[src/rtl/bba_pkg.sv]
`timescale 1ns / 1ps
// ----------------------------------------------------------------------------
// bba_pkg
// Shared types and constants of the block bitmap allocator: operation and
// status codes, controller states, bitmap geometry and control structs.
// ----------------------------------------------------------------------------
package bba_pkg;

	// Number of tracked blocks (ids 0 to TRACKED_BLOCKS-1)
	localparam int TRACKED_BLOCKS = 255;

	// Bitmap is stored as rows of WORD_W bits
	localparam int WORD_LOG  = 4;
	localparam int WORD_W    = 1 << WORD_LOG;
	localparam int ROWS      = (TRACKED_BLOCKS + WORD_W - 1) / WORD_W;
	localparam int ROW_W     = (ROWS > 1) ? $clog2(ROWS) : 1;
	localparam int LAST_BITS = TRACKED_BLOCKS - (ROWS - 1) * WORD_W;

	// Count width holds TRACKED_BLOCKS itself; index width is at least a byte
	localparam int CNT_W = $clog2(TRACKED_BLOCKS + 1);
	localparam int IDX_W = (CNT_W > 8) ? CNT_W : 8;

	// Valid block positions in the last row
	localparam logic [WORD_W-1:0] LAST_ROW_MASK = {WORD_W{1'b1}} >> (WORD_W - LAST_BITS);
	localparam logic [ROW_W-1:0]  LAST_ROW      = ROW_W'(ROWS - 1);

	typedef enum logic [1:0] {
		OP_ALLOCATE = 2'd0,
		OP_REQUEST  = 2'd1,
		OP_RELEASE  = 2'd2,
		OP_QUERY    = 2'd3
	} op_t;

	typedef enum logic [1:0] {
		ST_OK    = 2'd0,
		ST_FULL  = 2'd1,
		ST_USED  = 2'd2,
		ST_RANGE = 2'd3
	} status_t;

	typedef enum logic [1:0] {
		S_IDLE,
		S_READ,
		S_CHECK,
		S_EMIT
	} state_t;

	// Controller to datapath commands
	typedef struct packed {
		logic load_in;   // capture the input word
		logic rd_en;     // read the current bitmap row
		logic check;     // evaluate the row just read
		logic next_row;  // advance the allocate scan
		logic emit;      // load the output register
	} cmd_t;

	// Datapath to controller status
	typedef struct packed {
		logic mem_needed; // input word needs a bitmap access
		logic scan_more;  // allocate found no free bit, rows remain
		logic out_busy;   // output register holds an untaken word
	} sts_t;

endpackage

[src/rtl/bba_ram.sv]
`timescale 1ns / 1ps
// ----------------------------------------------------------------------------
// bba_ram
// Generic single-write, single-read RAM with registered read data.
// ----------------------------------------------------------------------------
module bba_ram #(
	parameter int WIDTH = 16,
	parameter int DEPTH = 16
) (
	input  logic                                          clk,
	input  logic                                          we,
	input  logic [((DEPTH > 1) ? $clog2(DEPTH) : 1)-1:0]  waddr,
	input  logic [WIDTH-1:0]                              wdata,
	input  logic                                          re,
	input  logic [((DEPTH > 1) ? $clog2(DEPTH) : 1)-1:0]  raddr,
	output logic [WIDTH-1:0]                              rdata
);

	logic [WIDTH-1:0] mem_q [DEPTH];

	// Write port
	always_ff @(posedge clk) begin
		if (we) begin
			mem_q[waddr] <= wdata;
		end
	end

	// Registered read port
	always_ff @(posedge clk) begin
		if (re) begin
			rdata <= mem_q[raddr];
		end
	end

endmodule

[src/rtl/bba_datapath.sv]
`timescale 1ns / 1ps
// ----------------------------------------------------------------------------
// bba_datapath
// Bitmap rows in RAM with per-row valid bits, used counter, row evaluation
// for allocate, request and release, and the output register.
// ----------------------------------------------------------------------------
module bba_datapath
	import bba_pkg::*;
(
	input  logic        clk,
	input  logic        arst_n,
	input  cmd_t        cmd,
	output sts_t        sts,
	input  logic [7:0]  s_tdata,   // blk_id[7:0]
	input  logic [1:0]  s_tuser,   // operation[1:0]
	output logic        m_tvalid,
	input  logic        m_tready,
	output logic [23:0] m_tdata,   // result_block[7:0], used_count[15:8], free_count[23:16]
	output logic [1:0]  m_tuser    // status[1:0]
);

	op_t               op_q;
	logic [7:0]        id_q;
	logic [ROW_W-1:0]  row_q;
	status_t           res_status_q;
	logic [7:0]        res_block_q;
	logic [CNT_W-1:0]  used_total_q;
	logic [ROWS-1:0]   row_valid_q;

	// Input decode
	op_t              in_op;
	logic [IDX_W-1:0] in_id_ext;
	logic             in_range;
	logic             in_full;
	logic             mem_needed;

	// Row evaluation
	logic [WORD_W-1:0]   rd_data;
	logic [WORD_W-1:0]   row_data;
	logic [WORD_W-1:0]   pad_mask;
	logic [WORD_W-1:0]   occ;
	logic                free_found;
	logic [WORD_LOG-1:0] free_bit;
	logic [WORD_LOG-1:0] id_bit;
	logic [WORD_W-1:0]   id_onehot;
	logic                id_used;
	logic                we;
	logic [WORD_W-1:0]   wdata;
	logic                cnt_inc;
	logic                cnt_dec;
	logic [IDX_W-1:0]    grant_id;
	logic [IDX_W-1:0]    used_ext;
	logic [IDX_W-1:0]    free_ext;

	function automatic logic [WORD_LOG-1:0] lowest_zero(input logic [WORD_W-1:0] w);
		logic [WORD_LOG-1:0] k;
		k = '0;
		for (int b = WORD_W - 1; b >= 0; b--) begin
			if (!w[b]) begin
				k = WORD_LOG'(b);
			end
		end
		return k;
	endfunction

	// Decode the offered input word
	assign in_op     = op_t'(s_tuser);
	assign in_id_ext = IDX_W'(s_tdata);
	assign in_range  = in_id_ext < IDX_W'(TRACKED_BLOCKS);
	assign in_full   = used_total_q == CNT_W'(TRACKED_BLOCKS);

	always_comb begin
		case (in_op)
			OP_ALLOCATE: mem_needed = !in_full;
			OP_REQUEST:  mem_needed = in_range && (s_tdata != 8'd0);
			OP_RELEASE:  mem_needed = in_range;
			default:     mem_needed = 1'b0;
		endcase
	end

	assign sts.mem_needed = mem_needed;

	// Capture the input word, preset the result, advance the scan row, and update the result on a check
	always_ff @(posedge clk) begin
		if (cmd.load_in) begin
			op_q <= in_op;
			id_q <= s_tdata;
			case (in_op)
				OP_ALLOCATE: begin
					row_q        <= '0;
					res_status_q <= in_full ? ST_FULL : ST_OK;
					res_block_q  <= 8'd0;
				end
				OP_REQUEST: begin
					row_q        <= in_id_ext[WORD_LOG +: ROW_W];
					res_status_q <= (in_range && (s_tdata != 8'd0)) ? ST_OK : ST_RANGE;
					res_block_q  <= s_tdata;
				end
				OP_RELEASE: begin
					row_q        <= in_id_ext[WORD_LOG +: ROW_W];
					res_status_q <= in_range ? ST_OK : ST_RANGE;
					res_block_q  <= s_tdata;
				end
				default: begin
					row_q        <= '0;
					res_status_q <= ST_OK;
					res_block_q  <= 8'd0;
				end
			endcase
		end else if (cmd.next_row) begin
			row_q <= row_q + ROW_W'(1);
		end else if (cmd.check && (op_q == OP_ALLOCATE)) begin
			if (free_found) begin
				res_block_q <= grant_id[7:0];
			end else begin
				res_status_q <= ST_FULL;
			end
		end else if (cmd.check && (op_q == OP_REQUEST) && id_used) begin
			res_status_q <= ST_USED;
		end
	end

	// Bitmap row storage
	bba_ram #(
		.WIDTH (WORD_W),
		.DEPTH (ROWS)
	) u_ram (
		.clk   (clk),
		.we    (we),
		.waddr (row_q),
		.wdata (wdata),
		.re    (cmd.rd_en),
		.raddr (row_q),
		.rdata (rd_data)
	);

	// Row evaluation; a row never written reads as all free
	assign row_data   = rd_data & {WORD_W{row_valid_q[row_q]}};
	assign pad_mask   = (row_q == LAST_ROW) ? LAST_ROW_MASK : {WORD_W{1'b1}};
	assign occ        = row_data | ~pad_mask;
	assign free_found = ~&occ;
	assign free_bit   = lowest_zero(occ);
	assign id_bit     = id_q[WORD_LOG-1:0];
	assign id_onehot  = WORD_W'(1) << id_bit;
	assign id_used    = |(row_data & id_onehot);
	assign grant_id   = IDX_W'({row_q, free_bit});

	assign sts.scan_more = (op_q == OP_ALLOCATE) && !free_found && (row_q != LAST_ROW);

	always_comb begin
		we      = 1'b0;
		wdata   = row_data;
		cnt_inc = 1'b0;
		cnt_dec = 1'b0;
		if (cmd.check) begin
			case (op_q)
				OP_ALLOCATE: begin
					we      = free_found;
					wdata   = row_data | (WORD_W'(1) << free_bit);
					cnt_inc = free_found;
				end
				OP_REQUEST: begin
					we      = !id_used;
					wdata   = row_data | id_onehot;
					cnt_inc = !id_used;
				end
				OP_RELEASE: begin
					we      = 1'b1;
					wdata   = row_data & ~id_onehot;
					cnt_dec = id_used;
				end
				default: begin
					we = 1'b0;
				end
			endcase
		end
	end

	// Mark rows written and keep the used count
	always_ff @(posedge clk or negedge arst_n) begin
		if (!arst_n) begin
			row_valid_q  <= '0;
			used_total_q <= '0;
		end else begin
			if (we) begin
				row_valid_q[row_q] <= 1'b1;
			end
			if (cnt_inc) begin
				used_total_q <= used_total_q + CNT_W'(1);
			end else if (cnt_dec) begin
				used_total_q <= used_total_q - CNT_W'(1);
			end
		end
	end

	// Output register
	assign used_ext     = IDX_W'(used_total_q);
	assign free_ext     = IDX_W'(TRACKED_BLOCKS) - used_ext;
	assign sts.out_busy = m_tvalid && !m_tready;

	always_ff @(posedge clk or negedge arst_n) begin
		if (!arst_n) begin
			m_tvalid <= 1'b0;
		end else if (cmd.emit) begin
			m_tvalid <= 1'b1;
		end else if (m_tready) begin
			m_tvalid <= 1'b0;
		end
	end

	always_ff @(posedge clk) begin
		if (cmd.emit) begin
			m_tdata <= {free_ext[7:0], used_ext[7:0], res_block_q};
			m_tuser <= res_status_q;
		end
	end

endmodule

[src/rtl/bba_ctrl.sv]
`timescale 1ns / 1ps
// ----------------------------------------------------------------------------
// bba_ctrl
// Controller of the block bitmap allocator: accepts a word, sequences the
// row reads and checks, and hands the result to the output register.
// ----------------------------------------------------------------------------
module bba_ctrl
	import bba_pkg::*;
(
	input  logic clk,
	input  logic arst_n,
	input  logic s_tvalid,
	output logic s_tready,
	input  sts_t sts,
	output cmd_t cmd
);

	state_t state_q;
	state_t state_d;

	always_ff @(posedge clk or negedge arst_n) begin
		if (!arst_n) begin
			state_q <= S_IDLE;
		end else begin
			state_q <= state_d;
		end
	end

	// Next state
	always_comb begin
		state_d = state_q;
		case (state_q)
			S_IDLE: begin
				if (s_tvalid) begin
					state_d = sts.mem_needed ? S_READ : S_EMIT;
				end
			end
			S_READ: begin
				state_d = S_CHECK;
			end
			S_CHECK: begin
				state_d = sts.scan_more ? S_READ : S_EMIT;
			end
			S_EMIT: begin
				if (!sts.out_busy) begin
					state_d = S_IDLE;
				end
			end
			default: begin
				state_d = S_IDLE;
			end
		endcase
	end

	// Outputs
	always_comb begin
		s_tready = 1'b0;
		cmd      = '0;
		case (state_q)
			S_IDLE: begin
				s_tready    = 1'b1;
				cmd.load_in = s_tvalid;
			end
			S_READ: begin
				cmd.rd_en = 1'b1;
			end
			S_CHECK: begin
				cmd.check    = 1'b1;
				cmd.next_row = sts.scan_more;
			end
			S_EMIT: begin
				cmd.emit = !sts.out_busy;
			end
			default: begin
				s_tready = 1'b0;
			end
		endcase
	end

endmodule

[src/rtl/block_bitmap_allocator_core.sv]
`timescale 1ns / 1ps
// ----------------------------------------------------------------------------
// block_bitmap_allocator_core
// Free-block bitmap allocator over TRACKED_BLOCKS blocks with allocate,
// request, release and query operations, one result word per input word.
// ----------------------------------------------------------------------------
// One input word is worked on at a time; a new word is taken while the
// previous result still waits in the output register. Query and out-of-range
// words go from accept straight to the result, request and release first do
// one bitmap row read and check. Allocate scans the bitmap rows from the
// lowest, 16 blocks per row, each row a RAM read and then a check, until it
// reaches the row holding the lowest free block, at most all ROWS rows;
// allocate on a full store goes straight to the result. The bitmap starts
// all free after reset with no clearing pass: per-row valid bits mark rows
// that were written.
// ----------------------------------------------------------------------------
module block_bitmap_allocator_core
	import bba_pkg::*;
(
	input  logic        clk,
	input  logic        arst_n,
	input  logic        s_tvalid,
	output logic        s_tready,
	input  logic [7:0]  s_tdata,   // blk_id[7:0]
	input  logic [1:0]  s_tuser,   // operation[1:0]
	output logic        m_tvalid,
	input  logic        m_tready,
	output logic [23:0] m_tdata,   // result_block[7:0], used_count[15:8], free_count[23:16]
	output logic [1:0]  m_tuser    // status[1:0]
);

	cmd_t cmd;
	sts_t sts;

	// Sequence the operation
	bba_ctrl u_ctrl (
		.clk      (clk),
		.arst_n   (arst_n),
		.s_tvalid (s_tvalid),
		.s_tready (s_tready),
		.sts      (sts),
		.cmd      (cmd)
	);

	// Bitmap, counter and output register
	bba_datapath u_datapath (
		.clk      (clk),
		.arst_n   (arst_n),
		.cmd      (cmd),
		.sts      (sts),
		.s_tdata  (s_tdata),
		.s_tuser  (s_tuser),
		.m_tvalid (m_tvalid),
		.m_tready (m_tready),
		.m_tdata  (m_tdata),
		.m_tuser  (m_tuser)
	);

endmodule

[config.mk]
export PLATFORM = sky130hd
export DESIGN_NAME = block_bitmap_allocator_core
export DESIGN_NICKNAME = d
export VERILOG_FILES = /design/src/rtl/bba_pkg.sv /design/src/rtl/bba_ram.sv /design/src/rtl/bba_datapath.sv /design/src/rtl/bba_ctrl.sv /design/src/rtl/block_bitmap_allocator_core.sv
export SDC_FILE = /design/constraint.sdc
export NUM_CORES = 1
export LEC_CHECK = 0
export ABC_AREA = 1
export CAP_MARGIN = 20
export CORE_MARGIN = 5
export CORE_UTILIZATION = 45
export CTS_BUF_LIST = sky130_fd_sc_hd__clkbuf_8
export DETAILED_ROUTE_END_ITERATION = 6
export DONT_BUFFER_PORTS = 1
export GPL_TIMING_DRIVEN = 0
export HOLD_SLACK_MARGIN = 0.05
export PLACE_DENSITY = 0.58
export SLEW_MARGIN = 30
export SYNTH_ARGS = -nofsm -noshare
export SYNTH_HDL_FRONTEND = slang
export SYNTH_SLANG_ARGS = --single-unit
[constraint.sdc]
create_clock -name clk -period 4.75 [get_ports clk]
set_clock_uncertainty 0.15 [all_clocks]
set_input_delay 0.2375 -clock clk [delete_from_list [all_inputs] [get_ports clk]]
set_output_delay 0.2375 -clock clk [all_outputs]
set_load 0.02 [all_outputs]
==> results_tabular.tex <==
\begin{tabular}{lr}
\hline
Metric & Value \\
\hline
\multicolumn{2}{l}{\textbf{STA}} \\
\quad Final period utilization & 89.9\% \\
\quad Final Hold Fails & 0 \\
\quad Final max-slew violation count & 0 \\
\quad Setup slack of the critical path after layout & 480 ps \\
\quad RSZ-0062 raised after global routing & false \\
\quad Peak clock frequency supported by timing & 234 MHz \\
\quad Final critical-path required period & 4270 ps \\
\quad Worst slew pin tran & 928 ps \\
\quad Worst slew margin relative to its limit & 38.0\% \\
\quad Final number of setup-violating endpoints & 0 \\
\multicolumn{2}{l}{\textbf{Synth}} \\
\quad Cells after synthesis & 1,361 \\
\quad Number of synthesized flops with an enable pin & 318 \\
\quad Distinct cell type count after synthesis & 45 \\
\quad Sequential-to-total area share from yosys stat & 67.9\% \\
\quad Mean Syn Cell Area & 11.1 um2 \\
\quad Post-synth top area share & 63.4\% \\
\quad Area of the mapped netlist & 15,100 um2 \\
\quad Main area contributors after synthesis & edfxtp\_1 (63\%), nand2\_1 (6.1\%), o21ai\_0 (4.9\%), nor2\_1 (4.8\%), dfrtp\_1 (4.5\%) \\
\quad Biggest area consumer among synthesized cells & edfxtp\_1 \\
\quad Prevailing post-synth register cell & edfxtp\_1 \\
\quad YS warnings & 0 \\
\quad Nets in the synthesized netlist & 1,390 \\
\quad Proportion of register bits with asynchronous set or reset after synthesis & 7.83\% \\
\quad Flops \& latches, synth & 345 \\
\multicolumn{2}{l}{\textbf{Global route}} \\
\quad Overflow left after global routing & 0 \\
\quad Aggregate global-route resource usage & 23.0\% \\
\quad Maximum number of pins on one net before global-route repair & 28 \\
\quad Vias in the first global route & 10,505 \\
\quad Number of antenna violations at the first check in global routing & 1 \\
\quad Global-route wire length before repair & 64.2 mm \\
\multicolumn{2}{l}{\textbf{Floorplanning}} \\
\quad Width of the die & 193 um \\
\quad Boundary Pins & 42 \\
\quad Core area & 33,300 um2 \\
\quad Die boundary height & 193 um \\
\quad Starting Density & 45.3\% \\
\quad Placement Rows & 67 \\
\quad Floorplan die area & 37,200 um2 \\
\multicolumn{2}{l}{\textbf{Setup path}} \\
\quad Class of the most critical setup path & reg2reg \\
\quad Largest stage delay on the critical path & 570 ps \\
\quad Crit Reg-Reg Endpoint & u\_datapath.u\_ram.mem\_q[10][2]\$\_DFFE\_PP\_ \\
\quad Cell seen most often among critical-path stages & nand2\_1 \\
\quad Data required time at the worst endpoint & 4700 ps \\
\quad Path depth of the worst reg2reg path & 25 \\
\quad Data arrival, critical path & 4220 ps \\
\quad Worst reg-to-reg setup slack & 480 ps \\
\quad Cell with the largest stage delay on the worst path & o311ai\_0 \\
\quad Total buffers and inverters traversed by the critical path & 3 \\
\quad Startpoint type of the worst setup path & flip-flop \\
\quad Crit. End Element & flip-flop \\
\quad Cell family with the largest share of critical-path delay & simple AND/OR/NAND/NOR gates \\
\quad Start of the worst register-to-register path & u\_datapath.row\_q[0]\$\_DFFE\_PP\_ \\
\quad Critical-path maximum fanout & 16 \\
\multicolumn{2}{l}{\textbf{Placed design}} \\
\quad Worst slack at placement & 38.7 ps \\
\quad PortBufs & 0 \\
\quad Final Wtd Congestion & 0.986 \\
\quad DP HPWL & 28.9 mm \\
\quad Post-DP Area & 15,800 um2 \\
\multicolumn{2}{l}{\textbf{Finish}} \\
\quad Highest-count cells in the layout ignoring fill and taps & edfxtp\_1 (318), nand2\_1 (242), nor2\_1 (172), o21ai\_0 (147), inv\_1 (115) \\
\quad Diode count & 0 \\
\quad Leading cell type in the layout, fill and taps excluded & edfxtp\_1 \\
\quad Filler cells & 3,022 \\
\quad Number of nets at the end of the flow & 1,482 \\
\quad Post-layout utilization of the core & 51.4\% \\
\quad Post-route design area & 17,100 um2 \\
\quad Area growth from synthesis to layout & 13.6\% \\
\quad Fraction of final layout cells sized beyond drive strength 1 & 10.6\% \\
\multicolumn{2}{l}{\textbf{Power}} \\
\quad Final Power & 9680 uW \\
\quad Part of the total power dissipated in the clock network & 24.1\% \\
\quad Switching Power & 3610 uW \\
\quad Worst ir drop on vdd & 0.000259 V \\
\quad Total power divided by cell area & 565 nW/um2 \\
\quad Standby leakage power & 0.00621 uW \\
\quad Proportion of power drawn by combinational gates & 30.0\% \\
\quad Sequential fraction of design power & 45.9\% \\
\quad Internal power summed over all cells & 6070 uW \\
\quad Switching Fraction & 37.3\% \\
\multicolumn{2}{l}{\textbf{Worst hold path}} \\
\quad Hold path start & s\_tdata[7] \\
\quad Hold Path Depth & 5 \\
\quad Class of the tightest hold or removal check & in2reg \\
\quad End of the worst hold path & u\_datapath.res\_status\_q[1]\$\_DFFE\_PP\_ \\
\multicolumn{2}{l}{\textbf{Clock network}} \\
\quad Clock edge transition at the registers on the reported setup and hold paths & 60 ps \\
\quad Clock latency on the worst-skew pair & 610 ps \\
\quad Clock Path Buffers & 3 \\
\quad Maximum level of the CTS H-tree & 2 \\
\quad Clock tree from TritonCTS & built \\
\quad Sink Count & 345 \\
\quad Number of buffers added by the clock tree synthesis step & 55 \\
\quad Clock root buffer & clkbuf\_8 \\
\multicolumn{2}{l}{\textbf{Detailed routing}} \\
\quad Vias per Instance & 5.49 \\
\quad Wire length after detailed routing & 42.5 mm \\
\quad Antenna violation net count after detailed routing & 0 \\
\quad Detailed-routing iteration count for the pre-antenna-repair pass & 5 \\
\quad Number of remaining DRC errors & 0 \\
\quad Number of violations reported at the end of detailed-routing iteration 0 & 927 \\
\quad Mean routed wirelength per cell & 21.9 um \\
\quad Vias & 10,671 \\
\multicolumn{2}{l}{\textbf{Run}} \\
\quad \# Max-Cap Violations & 0 \\
\multicolumn{2}{l}{\textbf{Outcome}} \\
\quad Result of the run & complete, no violations \\
\hline
\end{tabular}
## stage by stage
stage,instances,hold WS [ps],setup TNS [ps]
global route,1942,143,0
CTS,1933,98.4,0
floorplan,1361,-208,0
global placement,1809,-207,-30050
detailed placement,1819,-207,0
finish,1942,142,0
## synthesized netlist by cell type, types with 4 or more instances
cell        n
nand3_1    37
dfrtp_1    27
inv_1      91
inv_2      11
a31oi_1     5
xor2_1      5
nor4_1     10
clkbuf_1   49
nor2_1    191
nand4_1    33
nor3_1      8
o21bai_1    4
nand2_2    11
o21ai_0   147
o21ai_1    27
ha_1       14
nor2_2      6
a21oi_1    11
edfxtp_1  318
nand2_1   243
o22ai_1    75
## layer usage
metal	vias up	GRT usage [%]	share of wire, %	wire length, um
met2	382	37.2	47	19800
met3	97	4.38	6.7	2870
li1	5011	-	-	-
met4	2	9.12	4.2	1770
met5	-	0	0.047	20
met1	5179	31.0	42	18000
## flip-flops by register name, summed over array words and instances (netlist names)
register / flops
u_ctrl.state_q: 2
u_datapath.id_q: 4
u_datapath.m_tdata: 24
u_datapath.m_tuser: 2
u_datapath.m_tvalid: 1
u_datapath.op_q: 2
u_datapath.res_block_q: 8
u_datapath.res_status_q: 2
u_datapath.row_q: 4
u_datapath.row_valid_q: 16
u_datapath.u_ram.mem_q: 256
u_datapath.u_ram.rdata: 16
u_datapath.used_ext: 8
## how the worst max path moves through the flow
stage                                  startpoint                                      end  slack [ps]  cells after the start
finish              u_datapath.row_q[0]$_DFFE_PP_  u_datapath.u_ram.mem_q[10][2]$_DFFE_PP_         480                     25
global route        u_datapath.row_q[0]$_DFFE_PP_       u_datapath.used_ext[7]$_DFFE_PN0P_          20                     33
CTS                 u_datapath.row_q[0]$_DFFE_PP_       u_datapath.used_ext[7]$_DFFE_PN0P_           9                     34
detailed placement  u_datapath.row_q[0]$_DFFE_PP_       u_datapath.used_ext[7]$_DFFE_PN0P_          40                     34
global placement    u_datapath.row_q[0]$_DFFE_PP_   u_datapath.u_ram.mem_q[9][6]$_DFFE_PP_        -280                     23
floorplan           u_datapath.row_q[0]$_DFFE_PP_       u_datapath.used_ext[7]$_DFFE_PN0P_         890                     34
## area by class of cell
cell class | instances | area (um2) | area share (%)
Buffer | 59 | 255 | 1.49
Timing Repair Buffer | 36 | 383 | 2.24
Tap cell | 448 | 561 | 3.27
Clock inverter | 42 | 226 | 1.32
Inverter | 105 | 399 | 2.33
Sequential cell | 345 | 10200 | 59.7
Clock buffer | 56 | 771 | 4.50
Multi-Input combinational cell | 851 | 4300 | 25.1
## power by group through the flow
| stage | clock network (uW) | registers [uW] | logic (uW) |
|---|---|---|---|
| 3_3_place_gp | 0 | 4500 | 2720 |
| 3_5_place_dp | 0 | 4500 | 2800 |
| 4_1_cts | 2380 | 4440 | 2830 |
| 6_report | 2330 | 4440 | 2900 |
| 2_1_floorplan | 0 | 4420 | 1780 |
| 5_1_grt | 2530 | 4480 | 3190 |
## worst reg2reg max path, delay by kind of cell (launching register included)
kind | cells | cell delay, ps
simple gates | 20 | 1980
buf+inv | 3 | 390
flops | 1 | 440
compound gates | 1 | 570
fa+ha+maj | 1 | 250
## cell families (layout without fill, tap and decap cells)
| group | after synthesis | count (layout) | share of synthesized area (%) |
|---|---|---|---|
| AOI/OAI and AO/OA | 281 | 281 | 10.4 |
| xor gates and xnor gates | 5 | 5 | 0.291 |
| adders and majority gates | 15 | 15 | 1.30 |
| buffers and inverters | 165 | 298 | 4.40 |
| DFF | 345 | 345 | 67.9 |
| muxes | 1 | 1 | 0.0664 |
| and+or+nand+nor | 549 | 549 | 15.6 |
## repair_timing
item                       4_1_cts  5_1_grt
hold buffers                    16        0
setup buffers                    0       10
gates resized for setup          0       12
hold endpoints to repair        54        0
setup endpoints to repair        0        3
Power figures use the tool's default switching activity.
